[src/sv/drt_pkg.sv]
`timescale 1ns / 1ps

package drt_pkg;

	// Operation codes carried in s_tuser.
	localparam logic [2:0] OP_MARK     = 3'd0;
	localparam logic [2:0] OP_MARK_ALL = 3'd1;
	localparam logic [2:0] OP_CLEAR    = 3'd2;
	localparam logic [2:0] OP_QUERY    = 3'd3;
	localparam logic [2:0] OP_END      = 3'd4;

	// Frame classification codes.
	localparam logic [1:0] KIND_FULL    = 2'd0;
	localparam logic [1:0] KIND_PARTIAL = 2'd1;
	localparam logic [1:0] KIND_SKIPPED = 2'd2;
	localparam logic [1:0] KIND_NONE    = 2'd3;

	// Register map.
	localparam logic [2:0] ADDR_TRACK_EN = 3'd0;

	localparam int CNT_OUT_W = 6;

	// One rectangle; x sits in the lowest bits.
	typedef struct packed {
		logic signed [15:0] h;
		logic signed [15:0] w;
		logic signed [15:0] y;
		logic signed [15:0] x;
	} rect_t;

	// One result beat; hit sits in the lowest bit.
	typedef struct packed {
		logic [5:0]           pad;
		logic [31:0]          skipped_total;
		logic [31:0]          partial_total;
		logic [31:0]          full_total;
		logic [31:0]          frame_total;
		logic [1:0]           frame_kind;
		logic [CNT_OUT_W-1:0] region_count;
		logic                 full_redraw;
		logic                 hit;
	} result_t;

endpackage

[src/sv/drt_ram.sv]
`timescale 1ns / 1ps

module drt_ram #(
	parameter int WIDTH = 64,
	parameter int DEPTH = 32,
	localparam int AW = (DEPTH > 1) ? $clog2(DEPTH) : 1
) (
	input  logic             clk,
	input  logic             we,
	input  logic [AW-1:0]    waddr,
	input  logic [WIDTH-1:0] wdata,
	input  logic             re,
	input  logic [AW-1:0]    raddr,
	output logic [WIDTH-1:0] rdata
);

	logic [WIDTH-1:0] mem_q [DEPTH];
	logic [WIDTH-1:0] rdata_q;

	always_ff @(posedge clk) begin
		if (we) begin
			mem_q[waddr] <= wdata;
		end
		if (re) begin
			rdata_q <= mem_q[raddr];
		end
	end

	assign rdata = rdata_q;

endmodule

[src/sv/drt_overlap.sv]
`timescale 1ns / 1ps

// Strict half-open overlap test of one query rectangle against one stored entry.
// Edges are formed at 17 bits signed so the sums cannot overflow.
module drt_overlap (
	input  drt_pkg::rect_t qry,
	input  drt_pkg::rect_t ent,
	output logic           hit
);

	logic signed [16:0] qx, qy, ex, ey;
	logic signed [16:0] qx_end, qy_end, ex_end, ey_end;

	always_comb begin
		qx     = {qry.x[15], qry.x};
		qy     = {qry.y[15], qry.y};
		ex     = {ent.x[15], ent.x};
		ey     = {ent.y[15], ent.y};
		qx_end = qx + {qry.w[15], qry.w};
		qy_end = qy + {qry.h[15], qry.h};
		ex_end = ex + {ent.w[15], ent.w};
		ey_end = ey + {ent.h[15], ent.h};
		hit    = (qx < ex_end) && (qx_end > ex) && (qy < ey_end) && (qy_end > ey);
	end

endmodule

[src/sv/dirty_rectangle_tracker.sv]
// Mark, mark-all, clear, end-frame, unused codes and queries that need no search: result
// registered when the item is accepted. A query that must search the table reads one entry
// per cycle through the single compare unit, comparing each entry after its registered read;
// it stops early on the first overlapping entry. One item is in work at a time.
// Asynchronous active-low reset clears the count and frame counters, sets full redraw and
// tracking on; the rectangle table is not cleared and needs no clearing pass.
`timescale 1ns / 1ps

module dirty_rectangle_tracker #(
	parameter int TABLE_DEPTH = 32
) (
	input  logic         clk,
	input  logic         arst_n,
	input  logic         psel,
	input  logic         penable,
	input  logic         pwrite,
	input  logic [2:0]   paddr,
	input  logic [31:0]  pwdata,
	output logic [31:0]  prdata,
	output logic         pready,
	input  logic         s_tvalid,
	output logic         s_tready,
	input  logic [63:0]  s_tdata,   // rect_x, rect_y, rect_width, rect_height
	input  logic [2:0]   s_tuser,   // opcode
	output logic         m_tvalid,
	input  logic         m_tready,
	output logic [143:0] m_tdata    // hit, full_redraw, region_count, frame_kind,
	                                // frame_total, full_total, partial_total, skipped_total
);

	localparam int CW = $clog2(TABLE_DEPTH + 1);
	localparam int AW = (TABLE_DEPTH > 1) ? $clog2(TABLE_DEPTH) : 1;

	localparam logic ST_IDLE = 1'b0;
	localparam logic ST_SCAN = 1'b1;

	logic                 state_q;
	logic                 trk_en_q;
	logic                 red_q;
	logic [CW-1:0]        cnt_q;
	logic [CW-1:0]        idx_q;
	logic                 rd_vld_q;
	logic [31:0]          frames_q, full_q, part_q, skip_q;
	drt_pkg::rect_t       qry_q;
	logic                 out_vld_q;
	drt_pkg::result_t     out_q;

	logic                 in_acc;
	logic [2:0]           op;
	drt_pkg::rect_t       in_rect;
	logic                 cfg_wr;

	logic                 red_n;
	logic [CW-1:0]        cnt_n;
	logic [31:0]          frames_n, full_n, part_n, skip_n;
	logic [1:0]           kind_n;
	logic                 hit_n;
	logic                 start_scan;
	logic                 wr_en;

	logic                 issue;
	logic [63:0]          rd_data;
	logic                 ovl;
	logic                 scan_hit;
	logic                 scan_done;
	logic                 load;
	drt_pkg::result_t     res_d;

	assign pready   = 1'b1;
	assign cfg_wr   = psel && penable && pwrite && pready && (paddr == drt_pkg::ADDR_TRACK_EN);
	assign prdata   = (paddr == drt_pkg::ADDR_TRACK_EN) ? {31'd0, trk_en_q} : 32'd0;

	assign s_tready = (state_q == ST_IDLE) && (!out_vld_q || m_tready);
	assign in_acc   = s_tvalid && s_tready;
	assign op       = s_tuser;
	assign in_rect  = drt_pkg::rect_t'(s_tdata);

	// Next state for items that finish in the accept cycle.
	always_comb begin
		red_n      = red_q;
		cnt_n      = cnt_q;
		frames_n   = frames_q;
		full_n     = full_q;
		part_n     = part_q;
		skip_n     = skip_q;
		kind_n     = drt_pkg::KIND_NONE;
		hit_n      = 1'b0;
		start_scan = 1'b0;
		wr_en      = 1'b0;
		case (op)
			drt_pkg::OP_MARK: begin
				if (!trk_en_q || cnt_q >= CW'(TABLE_DEPTH)) begin
					red_n = 1'b1;
				end else begin
					wr_en = in_acc;
					cnt_n = cnt_q + CW'(1);
				end
			end
			drt_pkg::OP_MARK_ALL: begin
				red_n = 1'b1;
				cnt_n = '0;
			end
			drt_pkg::OP_CLEAR: begin
				red_n = 1'b0;
				cnt_n = '0;
			end
			drt_pkg::OP_QUERY: begin
				if (red_q || !trk_en_q) begin
					hit_n = 1'b1;
				end else if (cnt_q != '0) begin
					start_scan = 1'b1;
				end
			end
			drt_pkg::OP_END: begin
				frames_n = frames_q + 32'd1;
				if (red_q) begin
					full_n = full_q + 32'd1;
					kind_n = drt_pkg::KIND_FULL;
				end else if (cnt_q != '0) begin
					part_n = part_q + 32'd1;
					kind_n = drt_pkg::KIND_PARTIAL;
				end else begin
					skip_n = skip_q + 32'd1;
					kind_n = drt_pkg::KIND_SKIPPED;
				end
				red_n = 1'b0;
				cnt_n = '0;
			end
			default: begin
			end
		endcase
	end

	drt_ram #(
		.WIDTH (64),
		.DEPTH (TABLE_DEPTH)
	) u_table (
		.clk   (clk),
		.we    (wr_en),
		.waddr (cnt_q[AW-1:0]),
		.wdata (s_tdata),
		.re    (issue),
		.raddr (idx_q[AW-1:0]),
		.rdata (rd_data)
	);

	drt_overlap u_overlap (
		.qry (qry_q),
		.ent (drt_pkg::rect_t'(rd_data)),
		.hit (ovl)
	);

	// The scan reads one entry per cycle; the compare sees it in the cycle after the read.
	assign issue     = (state_q == ST_SCAN) && (idx_q < cnt_q);
	assign scan_hit  = rd_vld_q && ovl;
	assign scan_done = (state_q == ST_SCAN) && (scan_hit || (!issue && !rd_vld_q));
	assign load      = (in_acc && !start_scan) || scan_done;

	always_comb begin
		res_d     = '0;
		res_d.pad = '0;
		if (scan_done) begin
			res_d.hit           = scan_hit;
			res_d.full_redraw   = red_q;
			res_d.region_count  = drt_pkg::CNT_OUT_W'(cnt_q);
			res_d.frame_kind    = drt_pkg::KIND_NONE;
			res_d.frame_total   = frames_q;
			res_d.full_total    = full_q;
			res_d.partial_total = part_q;
			res_d.skipped_total = skip_q;
		end else begin
			res_d.hit           = hit_n;
			res_d.full_redraw   = red_n;
			res_d.region_count  = drt_pkg::CNT_OUT_W'(cnt_n);
			res_d.frame_kind    = kind_n;
			res_d.frame_total   = frames_n;
			res_d.full_total    = full_n;
			res_d.partial_total = part_n;
			res_d.skipped_total = skip_n;
		end
	end

	always_ff @(posedge clk or negedge arst_n) begin
		if (!arst_n) begin
			state_q   <= ST_IDLE;
			trk_en_q  <= 1'b1;
			red_q     <= 1'b1;
			cnt_q     <= '0;
			idx_q     <= '0;
			rd_vld_q  <= 1'b0;
			frames_q  <= '0;
			full_q    <= '0;
			part_q    <= '0;
			skip_q    <= '0;
			out_vld_q <= 1'b0;
		end else begin
			if (cfg_wr) begin
				trk_en_q <= pwdata[0];
			end
			if (in_acc) begin
				red_q    <= red_n;
				cnt_q    <= cnt_n;
				frames_q <= frames_n;
				full_q   <= full_n;
				part_q   <= part_n;
				skip_q   <= skip_n;
			end
			case (state_q)
				ST_IDLE: begin
					if (in_acc && start_scan) begin
						state_q  <= ST_SCAN;
						idx_q    <= '0;
						rd_vld_q <= 1'b0;
					end
				end
				ST_SCAN: begin
					if (scan_done) begin
						state_q  <= ST_IDLE;
						rd_vld_q <= 1'b0;
					end else begin
						rd_vld_q <= issue;
						if (issue) begin
							idx_q <= idx_q + CW'(1);
						end
					end
				end
				default: begin
					state_q <= ST_IDLE;
				end
			endcase
			if (load) begin
				out_vld_q <= 1'b1;
			end else if (m_tready) begin
				out_vld_q <= 1'b0;
			end
		end
	end

	always_ff @(posedge clk) begin
		if (in_acc) begin
			qry_q <= in_rect;
		end
		if (load) begin
			out_q <= res_d;
		end
	end

	assign m_tvalid = out_vld_q;
	assign m_tdata  = out_q;

	a_busy_not_ready: assert property (@(posedge clk) disable iff (!arst_n)
		(state_q == ST_SCAN) |-> !s_tready)
		else $error("input taken while a query scan is running");

	a_count_bound: assert property (@(posedge clk) disable iff (!arst_n)
		cnt_q <= CW'(TABLE_DEPTH))
		else $error("entry count beyond table depth");

	a_scan_slot_free: assert property (@(posedge clk) disable iff (!arst_n)
		(state_q == ST_SCAN) |-> !out_vld_q)
		else $error("result slot occupied during a scan");

	a_clear_empties: assert property (@(posedge clk) disable iff (!arst_n)
		(in_acc && op == drt_pkg::OP_CLEAR) |=> (cnt_q == '0 && !red_q))
		else $error("clear left entries or the redraw flag");

endmodule

[config.mk]
export PLATFORM = sky130hd
export DESIGN_NAME = dirty_rectangle_tracker
export DESIGN_NICKNAME = d
export VERILOG_FILES = /design/src/sv/drt_pkg.sv /design/src/sv/drt_ram.sv /design/src/sv/drt_overlap.sv /design/src/sv/dirty_rectangle_tracker.sv
export SDC_FILE = /design/constraint.sdc
export NUM_CORES = 2
export LEC_CHECK = 0
export BUFFER_PORTS_ARGS = -buffer_cell sky130_fd_sc_hd__buf_2
export CORE_UTILIZATION = 39
export CTS_CLUSTER_DIAMETER = 50
export CTS_CLUSTER_SIZE = 40
export DETAILED_ROUTE_END_ITERATION = 12
export MAX_ROUTING_LAYER = met4
export PLACE_DENSITY = 0.58
export SYNTH_ARGS = -nofsm -noshare
export SYNTH_HDL_FRONTEND = slang
export SYNTH_SLANG_ARGS = --single-unit
[constraint.sdc]
create_clock -name clk -period 11.8 [get_ports clk]
set_clock_uncertainty 0.2 [all_clocks]
set_input_delay 2.36 -clock clk [delete_from_list [all_inputs] [get_ports clk]]
set_output_delay 2.36 -clock clk [all_outputs]
set_load 0.05 [all_outputs]
==> impl_metrics.env <==
export IMPL_synth_xor_area_share=0.0257
export IMPL_ff_latch_area_um2=73100
export IMPL_drtAntennaViolNets=0
export IMPL_fin_crit_ps=7470
export IMPL_yosysTopAreaCellShare=0.693
export IMPL_ys_seq_area_frac=0.729
export IMPL_die_w_um=509
export IMPL_synth_area_leaders="edfxtp_1 (69%), mux4_2 (6.0%), mux2i_1 (3.7%)"
export IMPL_syn_area_per_cell_um2=17.1
export IMPL_end_kind="flip-flop"
export IMPL_grt_pass1_vias=52900
export IMPL_fmax_ghz=0.134
export IMPL_hold_viol=0
export IMPL_critPathArrivalTime_ps=7750
export IMPL_rows=185
export IMPL_cts_buffers_inserted=226
export IMPL_synth_compound_area_frac=0.0531
export IMPL_final_period_utilization=0.633
export IMPL_grt_pass1_wl_um=371000
export IMPL_drv_cap=0
export IMPL_finalSetupTns_ps=0
export IMPL_cts_tree="yes"
export IMPL_synthAdderAreaFrac=0.0188
export IMPL_clock_sinks=2459
export IMPL_max_slew_margin=0.183
export IMPL_final_nets=6415
export IMPL_finalSetupViolations=0
export IMPL_synth_area_leader_cell="edfxtp_1"
export IMPL_path_class="reg2reg"
export IMPL_ir_drop_v=0.000159
export IMPL_detail_route_wl_per_cell_um=26.4
export IMPL_synth_cell_type_count=75
export IMPL_r2r_slack_ps=4330
export IMPL_netlist_instances=5878
export IMPL_path_max_fanout=63
export IMPL_vias=54100
export IMPL_multi_input_area_um2=26000
export IMPL_core_area_um2=255000
export IMPL_initial_utilization=0.394
export IMPL_cp_data_required_time_ps=12080
export IMPL_route_detailed_drc=0
export IMPL_dp_hpwl_um=141000
export IMPL_r2r_end="m_tdata[27]$_DFFE_PP_"
export IMPL_min_delay_start="full_q[31]$_DFFE_PN0P_"
export IMPL_firstDrtPassIters=6
export IMPL_gp_congestion=0.857
export IMPL_slew_violations=0
export IMPL_holdBufCountCts=0
export IMPL_cts_root_buf="clkbuf_16"
export IMPL_dieArea_um2=259000
export IMPL_power_leakage_nw=37.1
export IMPL_worst_pin_slew_ps=1210
export IMPL_synth_mux_area_frac=0.112
export IMPL_synth_top_family_by_area="multiplexers"
export IMPL_io_pins=288
export IMPL_drtIter0Drc=5757
export IMPL_cts_buffer_depth=3
export IMPL_clk_pin_slew_ps=70
export IMPL_drive_gt1_frac=0.190
export IMPL_h_tree_depth=4
export IMPL_powerDensity_nw_per_um2=166
export IMPL_yosys_most_used_dff="edfxtp_1"
export IMPL_hold_end="full_q[31]$_DFFE_PN0P_"
export IMPL_ys_async_sr_fraction=0.0590
export IMPL_reg2reg_depth=21
export IMPL_design_area_um2=114000
export IMPL_gr_total_overflow=0
export IMPL_synth_edf_count=2314
export IMPL_ys_warn_count=0
export IMPL_syn_area_um2=100000
export IMPL_clk_latency_ps=920
export IMPL_grt_max_degree=131
export IMPL_hold_path_class="reg2reg"
export IMPL_fill_cells=21900
export IMPL_startpoint_type="flip-flop"
export IMPL_synth_simple_area_share=0.0444
export IMPL_r2r_start="u_table.rdata[16]$_DFFE_PP_"
export IMPL_grtUsageTotal=0.203
export IMPL_vias_per_cell=5.56
export IMPL_worstHoldPathCells=1
export IMPL_antenna_found_initial=25
export IMPL_dpl_cell_area_um2=106000
export IMPL_rsz0062_at_grt="no"
export IMPL_cts_setup_buffers=0
export IMPL_area_delta_synth_final_pct=13.7
export IMPL_ys_ff_latch=2459
export IMPL_status="complete, no violations"
export IMPL_cts_resized=0
export IMPL_port_buffers=218
export IMPL_routed_wl_um=257000
export IMPL_dieHeight_um=509
placed cells by master (no fill, tap or decap), types with 24 or more instances in the layout:
cell	count
o22ai_1	64
inv_6	35
and3_1	53
clkinv_8	30
o21ai_0	223
nand4_1	63
o221ai_1	187
ha_1	144
inv_1	79
clkbuf_16	229
conb_1	38
mux2i_1	375
nor3_1	45
nor2_4	32
dfrtp_1	138
buf_4	115
nand3_1	121
buf_2	217
mux4_2	267
a21oi_1	252
mux2_2	135
xor2_1	74
edfxtp_1	2314
nand2_1	410
xnor2_1	220
inv_8	24
nor2_1	109
how the worst max path moves through the flow:
stage | endpoint | startpoint | slack [ps] | cells after the start
global placement | m_tdata[24]$_DFFE_PP_ | u_table.rdata[16]$_DFFE_PP_ | 4470 | 21
detailed placement | m_tdata[27]$_DFFE_PP_ | u_table.rdata[16]$_DFFE_PP_ | 4450 | 21
CTS | m_tdata[27]$_DFFE_PP_ | u_table.rdata[16]$_DFFE_PP_ | 4380 | 21
global route | m_tdata[27]$_DFFE_PP_ | u_table.rdata[16]$_DFFE_PP_ | 3780 | 21
floorplan | m_tdata[0]$_DFFE_PP_ | u_table.rdata[16]$_DFFE_PP_ | 3310 | 20
finish | m_tdata[27]$_DFFE_PP_ | u_table.rdata[16]$_DFFE_PP_ | 4330 | 21
metrics by stage:
stage               std cells   util  hold slack [ps]  setup WS (ps)  power (mW)
global placement         9296  0.415              277           4470        11.1
detailed placement       9296  0.415              281           4450        11.1
finish                   9736  0.448              292           4330        18.9
floorplan                5914      -              262           3310        10.6
global route             9731  0.447              317           3780        19.5
CTS                      9724  0.447              294           4380        19.0
flip-flops by register name, summed over array words and instances, names as in the netlist, 6 cells and up:
| register | flops |
|---|---|
| full_q | 32 |
| qry_q | 64 |
| u_table.mem_q | 2048 |
| frames_q | 32 |
| part_q | 32 |
| m_tdata | 138 |
| idx_q | 6 |
| cnt_q | 6 |
| skip_q | 32 |
| u_table.rdata | 64 |
per-layer routing:
metal	vias to the layer above	track usage	share of wire
met1	28100	0.282	0.44
met2	1831	0.317	0.47
li1	23900	-	-
met4	0	0.0460	0.021
met5	-	-	0
met3	345	0.0278	0.062
Yosys cell counts, types with 16 or more instances:
library cell / n
o22ai_1: 64
mux4_2: 267
nand2_1: 412
mux2i_1: 375
nand4_1: 63
and3_1: 53
ha_1: 144
edfxtp_1: 2314
clkbuf_1: 220
o221ai_1: 187
dfrtp_1: 143
nand3_1: 121
inv_1: 80
buf_4: 38
mux2_2: 135
o21ai_0: 223
or3_1: 18
a31oi_1: 16
a21oi_1: 252
nor3_1: 46
nor2_1: 141
xnor2_1: 220
buf_1: 59
and2_1: 19
xor2_1: 74
worst max-delay path, stage by stage, from the launching register on:
cell and delay [ps]:
edfxtp_1 430, ha_1 280, fa_1 420, a21oi_1 190, a2bb2oi_1 360, a21oi_1 160
a41o_1 290, o41ai_1 550, o21ai_0 200, nor3_1 160, mux2i_1 110, ha_1 300
nor2b_1 200, nor2_1 70, o2bb2ai_1 150, or4_1 520, nor4_1 370, buf_4 260
a31oi_4 90, buf_4 350, nand2_4 580, buf_4 720
where the power goes:
group	leakage (nW)	internal, mW	switching [mW]	total [mW]
registers	22.9	9.63	0.0921	9.72
logic	10.2	0.332	0.886	1.22
clock network	3.98	4.19	3.75	7.94
logic make-up after synthesis:
| kind of cell | count (synthesis) |
|---|---|
| flip-flops | 2459 |
| AND/OR/NAND/NOR | 953 |
| AO/OA/AOI/OAI | 840 |
| multiplexers | 777 |
| buffers and inverters | 405 |
| XOR/XNOR | 294 |
| adder cells (fa/ha/maj) | 148 |
| other | 2 |
final cells by class:
| cell class | instances | area share |
|---|---|---|
| Inverter | 81 | 0.00270 |
| Clock buffer | 241 | 0.0506 |
| Tap cell | 3366 | 0.0369 |
| Multi-Input combinational cell | 3050 | 0.228 |
| Sequential cell | 2459 | 0.641 |
| Antenna cell | 12 | 0.000263 |
| Timing Repair Buffer | 340 | 0.0184 |
| Clock inverter | 187 | 0.0222 |
(Power assumes the default switching activity.)
